===== config.mk =====
export PLATFORM = sky130hd
export DESIGN_NAME = oaht_ctrl
export DESIGN_NICKNAME = d
export VERILOG_FILES = /design/src/hdl/open_address_hash_table_core_defines.svh /design/src/hdl/oaht_pkg.sv /design/src/hdl/oaht_ctrl.sv
export SDC_FILE = /design/constraint.sdc
export NUM_CORES = 1
export LEC_CHECK = 0
export ABC_AREA = 1
export BUFFER_PORTS_ARGS = -buffer_cell sky130_fd_sc_hd__buf_2
export CAP_MARGIN = 20
export CORE_AREA = 2 2 39 41
export CTS_CLUSTER_SIZE = 14
export DETAILED_ROUTE_END_ITERATION = 10
export DIE_AREA = 0 0 41 43
export GPL_ROUTABILITY_DRIVEN = 1
export PLACE_DENSITY = 0.65
export SYNTH_ARGS = -nofsm -noshare
export SYNTH_HDL_FRONTEND = slang
export SYNTH_SLANG_ARGS = --single-unit

===== constraint.sdc =====
create_clock -name clk -period 1.3 [get_ports clk]
set_input_delay 0.13 -clock clk [delete_from_list [all_inputs] [get_ports clk]]
set_output_delay 0.13 -clock clk [all_outputs]
set_load 0.005 [all_outputs]

===== src/hdl/open_address_hash_table_core_defines.svh =====
// Assertion macros for the open-address hash table core.
`ifndef OPEN_ADDRESS_HASH_TABLE_CORE_DEFINES_SVH
`define OPEN_ADDRESS_HASH_TABLE_CORE_DEFINES_SVH
`ifndef ASSERT_OFF
`define OAHT_ASSERT(lbl, prop, msg) \
	lbl: assert property (@(posedge clk) disable iff (!arst_n) prop) else $error(msg);
`define OAHT_ASSERT_NEXT(lbl, ante, cons, msg) \
	lbl: assert property (@(posedge clk) disable iff (!arst_n) (ante) |=> (cons)) else $error(msg);
`else
`define OAHT_ASSERT(lbl, prop, msg)
`define OAHT_ASSERT_NEXT(lbl, ante, cons, msg)
`endif
`endif


===== src/hdl/oaht_pkg.sv =====
// Shared constants, codes and control types of the hash table core.
`timescale 1ns / 1ps
package oaht_pkg;
	localparam int TABLE_DEPTH = 1024;
	localparam int KEY_BITS    = 32;
	localparam int SIZE_W      = 11;
	localparam int IDX_W       = $clog2(TABLE_DEPTH);
	localparam int N_MAX       = TABLE_DEPTH / 20;
	localparam int C_W         = $clog2(N_MAX + 1);
	localparam int SUM_W       = $clog2((TABLE_DEPTH - 1) * 31 + N_MAX * N_MAX * 37 + 1);
	localparam int K_W         = $clog2(SUM_W);
	localparam int RECIP_20    = 3277;
	localparam int RECIP_SH    = 16;

	localparam logic [1:0] CMD_INSERT = 2'd0;
	localparam logic [1:0] CMD_LOOKUP = 2'd1;
	localparam logic [1:0] CMD_DELETE = 2'd2;

	localparam logic [1:0] STAT_OK      = 2'd0;
	localparam logic [1:0] STAT_PRESENT = 2'd1;
	localparam logic [1:0] STAT_FULL    = 2'd2;
	localparam logic [1:0] STAT_MISSING = 2'd3;

	localparam logic [1:0] MARK_EMPTY   = 2'd0;
	localparam logic [1:0] MARK_FILLED  = 2'd1;
	localparam logic [1:0] MARK_DELETED = 2'd2;

	typedef enum logic [2:0] {
		S_CLEAR, S_IDLE, S_MOD, S_READ, S_CHECK, S_DONE
	} state_t;

	typedef struct packed {
		logic       load;
		logic       mod_step;
		logic       set_home;
		logic       walk_home;
		logic       next_probe;
		logic       rd;
		logic       wr_fill;
		logic       wr_del;
		logic       clr_step;
		logic       set_res;
		logic [1:0] res_status;
		logic       res_pos;
	} dp_cmd_t;

	typedef struct packed {
		logic       mod_last;
		logic       clr_last;
		logic [1:0] mark;
		logic       key_hit;
		logic       c_last;
		logic [1:0] cmd;
	} dp_stat_t;
endpackage


===== src/hdl/oaht_ctrl.sv =====
// Controller: sequences the clearing pass, the lookup walk and the insert walk.
`timescale 1ns / 1ps
module oaht_ctrl import oaht_pkg::*; (
	input  logic     clk,
	input  logic     arst_n,
	input  logic     start,
	output logic     busy,
	output logic     done,
	output dp_cmd_t  cmd,
	input  dp_stat_t stat
);
	state_t state_q, state_d;
	logic   free_q, free_d, homing_q, homing_d;
	logic   hit, free_slot;

	assign hit       = (stat.mark == MARK_FILLED) && stat.key_hit;
	assign free_slot = (stat.mark == MARK_EMPTY) || (stat.mark == MARK_DELETED);

	always_ff @(posedge clk or negedge arst_n) begin
		if (!arst_n) begin
			state_q  <= S_CLEAR;
			free_q   <= 1'b0;
			homing_q <= 1'b0;
		end else begin
			state_q  <= state_d;
			free_q   <= free_d;
			homing_q <= homing_d;
		end
	end

	always_comb begin
		state_d  = state_q;
		free_d   = free_q;
		homing_d = homing_q;
		cmd      = '0;
		busy     = (state_q != S_IDLE);
		done     = 1'b0;
		unique case (state_q)
			S_CLEAR: begin
				cmd.clr_step = 1'b1;
				if (stat.clr_last) begin
					state_d = S_IDLE;
				end
			end
			S_IDLE: begin
				if (start) begin
					cmd.load = 1'b1;
					free_d   = 1'b0;
					homing_d = 1'b1;
					state_d  = S_MOD;
				end
			end
			S_MOD: begin
				cmd.mod_step = 1'b1;
				cmd.set_home = homing_q;
				if (stat.mod_last) begin
					homing_d = 1'b0;
					state_d  = S_READ;
				end
			end
			S_READ: begin
				cmd.rd  = 1'b1;
				state_d = S_CHECK;
			end
			S_CHECK: begin
				if (!free_q) begin
					priority if (hit) begin
						cmd.set_res = 1'b1;
						cmd.res_pos = 1'b1;
						if (stat.cmd == CMD_INSERT) begin
							cmd.res_status = STAT_PRESENT;
						end else begin
							cmd.res_status = STAT_OK;
							cmd.wr_del     = (stat.cmd == CMD_DELETE);
						end
						state_d = S_DONE;
					end else if (stat.mark == MARK_EMPTY || stat.c_last) begin
						if (stat.cmd == CMD_INSERT) begin
							cmd.walk_home = 1'b1;
							free_d        = 1'b1;
							state_d       = S_READ;
						end else begin
							cmd.set_res    = 1'b1;
							cmd.res_status = STAT_MISSING;
							state_d        = S_DONE;
						end
					end else begin
						cmd.next_probe = 1'b1;
						state_d        = S_MOD;
					end
				end else begin
					priority if (free_slot) begin
						cmd.wr_fill    = 1'b1;
						cmd.set_res    = 1'b1;
						cmd.res_pos    = 1'b1;
						cmd.res_status = STAT_OK;
						state_d        = S_DONE;
					end else if (stat.c_last) begin
						cmd.set_res    = 1'b1;
						cmd.res_status = STAT_FULL;
						state_d        = S_DONE;
					end else begin
						cmd.next_probe = 1'b1;
						state_d        = S_MOD;
					end
				end
			end
			S_DONE: begin
				done    = 1'b1;
				state_d = S_IDLE;
			end
			default: begin
				state_d = S_IDLE;
			end
		endcase
	end
endmodule

==> flow_summary_export.csv, run 1 <==
group,metric,value,unit
run_status,outcome,"complete, but fails checks",
run_status,violations,"setup timing",
sta,setup_viol,10,
logic_synthesis,syn-num-nets,85,
sta,fin_ws,-0.119,ns
setup_path,worst_setup_path_end_kind,"output port",
worst_hold_path,hold_path.class,"in2reg",
grt,grt_pass1_wl,1.88,mm
floorplanning,pin_count,26,
logic_synthesis,ys.warnings.count,0,
logic_synthesis,ys_seq_area_share,27.2,%
route,drtIter0Drc,4,
sta,period_share,109,%
floorplanning,start_util,33.2,%
sta,rsz0062_at_grt,"yes",
route,antenna_left,0,
layout,num_antenna_cells,0,
grt,met2_usage,29.1,%
power,p_total,0.00152,W
logic_synthesis,ys_types,20,
sta,finalClockSkew,0.00160,ns
route,drt-wirelength-per-cell,9.46,µm
sta,finalHoldViolCount,0,
setup_path,crit_path_max_fanout,4,
floorplanning,core_region_area,1380,µm²
grt,grt_usage,15.6,%
worst_hold_path,worst_hold_path.num_cells,4,
sta,maxSlewViolCount,0,
route,via_count,568,
job,maxCapViolCount,0,
setup_path,cp_num_buf_inv,5,
setup_path,crit_family,"buffers and inverters",
floorplanning,rows,14,
layout,drive_above_1_share,56.1,%
floorplanning,fp.dieW,41,µm
layout,nets,126,
logic_synthesis,ys_ff_latch,5,
sta,slew_headroom,86.5,%
floorplanning,die_area,1760,µm²
setup_path,startpoint_type,"flop",
setup_path,arrival,1.29,ns
clocking,htree_levels,1,
sta,fin_crit,1.42,ns
route,routed_wl,1.23,mm
grt,grt_remaining_overflow,0,
route,drt_first_pass_iters,4,
clocking,insertion_delay,0.23,ns
route,drc_errors,0,
place,routabilityCongestion,0.742,
logic_synthesis,syn_inst,74,
grt,grt_pass1_vias,506,
setup_path,crit_chain,"inv_2, buf_6, buf_6, nand3_4, nand2_2, nand2_2, inv_1, buf_2",
sta,worstMarginPinSlew,0.202,ns
setup_path,cpMaxStageDelayCell,"dfrtp_1",
floorplanning,fp.dieH,43,µm
logic_synthesis,synth_area_leader_cell,"dfrtp_1",
place,portBuffers,25,
layout,layout_commonest_cell,"buf_2",
logic_synthesis,synth_area_leaders,"dfrtp_1 (27%), inv_1 (12%), nor2_1 (11%), nand2_1 (9.8%), nand3_2 (6.5%)",
logic_synthesis,syn_area,459,µm²
layout,final_cell_mix,"buf_2 (25), inv_1 (12), nor2_1 (10)",
sta,max_freq,705,MHz
setup_path,rr_worst_depth,7,
grt,globalRouteMet1Util,15.7,%
power,p_per_area,1940,nW/µm²
route,routed_via_density,4.37,
clocking,cts_tree,"built",
setup_path,cp.required,1.17,ns
grt,gr-max-usage-layer,"met2",
grt,use_met3,2.09,%
clocking,cts_buffers,3,
power,peakVddDrop,0.000855,V
clocking,clkSinkCount,5,
logic_synthesis,synth_top_area_share,27.2,%
layout,fillCellCount,137,
setup_path,cpPeakStageDelay,0.41,ns
grt,antenna_found_initial,0,
setup_path,critPathKind,"reg2out",
setup_path,path_depth,8,
clocking,root_buffer,"clkbuf_4",
clocking,clk_path_buf_depth,2,
grt,grt_max_degree,8,
power,p_leak,0.465,nW
layout,area_delta_synth_final,70.6,%
clocking,cts.clk_slew.worst_paths,0.04,ns
place,hpwl,920,µm
logic_synthesis,syn_area_per_cell,6.21,µm²
layout,final_util,56.6,%
[sequential cells by signal, summed over array words and instances, names as in the netlist]
signal and count:
homing_q 1, free_q 1, state_q 3
[Yosys cell counts]
master	count
nand3_2	3
nor4b_1	1
a21oi_1	4
a21oi_2	1
a21o_1	1
dfrtp_1	5
o21ai_0	2
nand3b_1	1
nand2_2	2
o21ai_1	1
nand4_1	1
or2_2	1
inv_2	1
nand3_1	3
nor2_1	13
nor2_2	3
inv_1	15
nand2_1	12
nor3_1	3
o21ai_2	1
[repair_timing]
| action | 4_1_cts | 5_1_grt |
|---|---|---|
| setup endpoints to repair | 9 | 15 |
| hold endpoints to repair | 5 | 0 |
| hold buffers | 1 | 0 |
| pin swaps | 5 | 6 |
| setup buffers | 8 | 3 |
| resized for setup | 11 | 11 |
[kinds of logic after synthesis]
kind of cell           count (synthesis)  synth area share [%]
and+or+nand+nor                       43                  46.6
buffers and inverters                 16                  13.1
AOI/OAI and AO/OA                     10                  13.1
DFF                                    5                  27.2
[where the power goes]
group / switching [W] / total, W / leakage, nW / internal (W)
clock: 0.0000601 / 0.000176 / 0.0150 / 0.000116
sequential: 0.0000733 / 0.000306 / 0.0628 / 0.000233
combinational: 0.000549 / 0.00104 / 0.387 / 0.000487
total: 0.000682 / 0.00152 / 0.465 / 0.000836
[path summary, 6_finish.rpt]
path                                  from    endpoint  slack, ns
worst min register to register    homing_q    homing_q       0.48
worst max-delay path                free_q      cmd[3]      -0.12
worst min-delay path                 start  state_q[0]       0.23
max in group asynchronous           arst_n    homing_q       0.93
min in group asynchronous           arst_n  state_q[0]       0.24
worst max register to register  state_q[0]  state_q[1]       0.06
[routing by layer]
| layer | wire length, µm | part of all wire (%) |
|---|---|---|
| met5 | 0 | 0 |
| met3 | 74 | 6.0 |
| met4 | 0 | 0 |
| met2 | 660 | 54 |
| met1 | 495 | 40 |
[stage by stage]
step / cells / instance area (µm²) / setup slack [ns] / hold WS [ns] / TNS, ns
after floorplan: 74 / 459 / 0.184 / -0.166 / 0
after global placement: 115 / 604 / 0.0625 / -0.0528 / 0
after detailed placement: 115 / 604 / 0.0552 / -0.0513 / 0
after CTS: 128 / 727 / -0.138 / 0.234 / -0.793
after global routing: 130 / 783 / -0.186 / 0.244 / -1.80
final: 130 / 783 / -0.119 / 0.235 / -0.703
[final cells by class]
type | count | area [µm²] | area share [%]
repair buffers | 36 | 221 | 28.3
well taps | 16 | 20.0 | 2.56
inverters | 16 | 62.6 | 7.99
clock buffers | 4 | 26.3 | 3.35
flip-flops and latches | 5 | 125 | 16.0
multi-input cells | 53 | 328 | 41.9
[tightest hold or removal path: stages]
cell     delay (ns)
buf_2          0.07
inv_1          0.06
nand3_2        0.11
o21ai_2        0.06
Note: power is estimated with default switching activity, not from simulation.
==> run 2, diff against run 1 <==
--- a/config.mk
+++ b/config.mk
@@ -5,7 +5,6 @@
 export SDC_FILE = /design/constraint.sdc
 export NUM_CORES = 1
 export LEC_CHECK = 0
-export ABC_AREA = 1
 export BUFFER_PORTS_ARGS = -buffer_cell sky130_fd_sc_hd__buf_2
 export CAP_MARGIN = 20
 export CORE_AREA = 2 2 39 41
@@ -13,7 +12,6 @@
 export DETAILED_ROUTE_END_ITERATION = 10
 export DIE_AREA = 0 0 41 43
 export GPL_ROUTABILITY_DRIVEN = 1
-export PLACE_DENSITY = 0.65
 export SYNTH_ARGS = -nofsm -noshare
 export SYNTH_HDL_FRONTEND = slang
 export SYNTH_SLANG_ARGS = --single-unit
==> run 2 against run 1 <==
Net effect:
- the run still ends with setup timing left
- combinational power fell by 13%
- area after synthesis is 1.4% lower
- critical path depth down 4
- sequential share of layout area grew 0.32 points
- final cell count shrank 12%
- total power down 6.8%
- final area is the same
- critical endpoint is now cmd[1]
- largest power group unchanged
==> flow_summary_export.csv, run 2 <==
group,metric,value,unit
sta,finalSetupTns,-1.22,ns
logic_synthesis,synth.most_common_cell,"nor2_1",
logic_synthesis,synth_top_area_share,27.6,%
layout,final_cell_mix,"buf_2 (25), buf_4 (12), nor2_1 (10)",
layout,fillCellCount,143,
grt,grt_pass1_vias,510,
route,drtIter0Drc,7,
route,drt-wirelength-per-cell,11.7,µm
setup_path,worst_setup_path_end_kind,"output port",
power,p_per_area,1810,nW/µm²
grt,antenna_found_initial,0,
sta,fin_ws,-0.154,ns
sta,finalClockSkew,0.00326,ns
logic_synthesis,synth_top_cells_by_count,"nor2_1 (11), a21oi_1 (5), dfrtp_1 (5)",
floorplanning,fp.dieH,43,µm
clocking,insertion_delay,0.24,ns
floorplanning,pin_count,26,
place,routabilityCongestion,0.694,
floorplanning,rows,14,
layout,regMostFlops,"state_q",
power,p_leak,0.402,nW
layout,area_delta_synth_final,72.9,%
clocking,cts_buffers,3,
clocking,cts.clk_slew.worst_paths,0.04,ns
route,drc_errors,0,
logic_synthesis,ys_ff_latch,5,
grt,grt_usage,16.8,%
logic_synthesis,syn-num-nets,69,
layout,drive_above_1_share,58.6,%
logic_synthesis,ys_seq_area_share,27.6,%
worst_hold_path,worst_hold_path.num_cells,2,
grt,grt_max_degree,9,
route,routed_wl,1.35,mm
setup_path,cp.required,1.17,ns
layout,nets,111,
sta,maxSlewViolCount,0,
layout,register_area,128,µm²
logic_synthesis,async_flop_share,100,%
worst_hold_path,hold_path.class,"in2reg",
clocking,cts_tree,"built",
route,antenna_left,0,
floorplanning,fp.dieW,41,µm
setup_path,arrival,1.32,ns
floorplanning,core_region_area,1380,µm²
logic_synthesis,synth_top_flop_cell,"dfrtp_1",
run_status,violations,"setup timing",
logic_synthesis,syn_area,453,µm²
sta,worstMarginPinSlew,0.305,ns
sta,finalHoldViolCount,0,
route,drt_first_pass_iters,4,
clocking,clk_path_buf_depth,2,
sta,period_share,112,%
clocking,clkSinkCount,5,
grt,grt_pass1_wl,2.02,mm
sta,setup_viol,14,
floorplanning,start_util,32.7,%
setup_path,rr_worst_depth,6,
place,hpwl,899,µm
setup_path,crit_path_max_fanout,8,
logic_synthesis,synth_area_leader_cell,"dfrtp_1",
route,via_count,560,
layout,largest_reg_flops,3,
logic_synthesis,ys_types,30,
layout,layout_commonest_cell,"buf_2",
power,peakVddDrop,0.00102,V
layout,num_antenna_cells,0,
layout,top_regs,"state_q x3, free_q x1, homing_q x1",
sta,max_freq,688,MHz
sta,holdWs,0.0725,ns
job,maxCapViolCount,0,
grt,grt_remaining_overflow,0,
logic_synthesis,syn_inst,58,
place,portBuffers,25,
sta,rsz0062_at_grt,"yes",
setup_path,critPathKind,"reg2out",
route,routed_via_density,4.87,
floorplanning,die_area,1760,µm²
logic_synthesis,synth_area_leaders,"dfrtp_1 (28%), nor2_1 (9.1%), a21oi_1 (5.5%), nand2b_1 (5.5%), nor3b_2 (5.5%)",
setup_path,startpoint_type,"flop",
logic_synthesis,synth_edf_count,0,
layout,multiInputGateArea,369,µm²
sta,slew_headroom,79.6,%
sta,fin_crit,1.45,ns
clocking,htree_levels,1,
logic_synthesis,ys.warnings.count,0,
logic_synthesis,syn_area_per_cell,7.81,µm²
clocking,root_buffer,"clkbuf_4",
run_status,outcome,"complete, but fails checks",
## run 2: layout make-up
| type | count | share of cell area (%) |
|---|---|---|
| inverters | 1 | 0.479 |
| multi-input cells | 50 | 47.1 |
| flip-flops and latches | 5 | 16.3 |
| repair buffers | 39 | 30.2 |
| well taps | 16 | 2.56 |
| clock buffers | 4 | 3.35 |
## run 2: final timing paths
path                       slack [ns]         end  startpoint
min reg2reg                      0.52    homing_q    homing_q
min                              0.07    homing_q     stat[7]
max                             -0.15      cmd[1]  state_q[1]
min in group asynchronous        0.23  state_q[1]      arst_n
max in group asynchronous        0.93      free_q      arst_n
max reg2reg                     -0.05      free_q  state_q[0]
## run 2: cells by family (layout without fill, tap and decap cells)
kind of cell / after synthesis / in the layout / synth area share (%)
AND/OR/NAND/NOR: 38 / 38 / 50.3
AO/OA/AOI/OAI: 11 / 11 / 16.9
flip-flops: 5 / 5 / 27.6
buffers and inverters: 3 / 44 / 3.04
multiplexers: 1 / 1 / 2.21
## run 2: report_power, final
part	switching (W)	internal, W
clock	0.0000655	0.000116
sequential	0.0000965	0.000231
combinational	0.000403	0.000503
total	0.000565	0.000850
## run 2: metal layers
metal,vias up,track usage [%],wire [µm]
met2,28,27.5,651
met1,245,19.7,590
met3,0,4.71,107
li1,287,-,-
met4,0,6.00,0
met5,-,0,0
## run 2: per-stage QoR
step                      instance area [µm²]  power [W]  utilization [%]  cells  worst slack [ns]
after global placement                    633   0.000977             45.8    103            0.0446
after global routing                      783    0.00154             56.6    115            -0.259
after floorplan                           453   0.000684                -     58             0.117
final                                     783    0.00142             56.6    115            -0.154
after detailed placement                  633   0.000977             45.8    103           0.00883
after CTS                                 747    0.00133             54.0    113            -0.150
## run 2: critical path: stages (launching register included)
cell      delay (ns)
dfrtp_1         0.43
nor2_4          0.14
nand2_4         0.10
nor4bb_2        0.26
buf_2           0.15
## run 2: repair_timing
action,in CTS,in global routing
resized for setup,11,6
hold endpoints to repair,5,0
hold buffers,1,0
endpoints found under the setup margin,12,16
pin swaps,7,0
buffers inserted,5,2
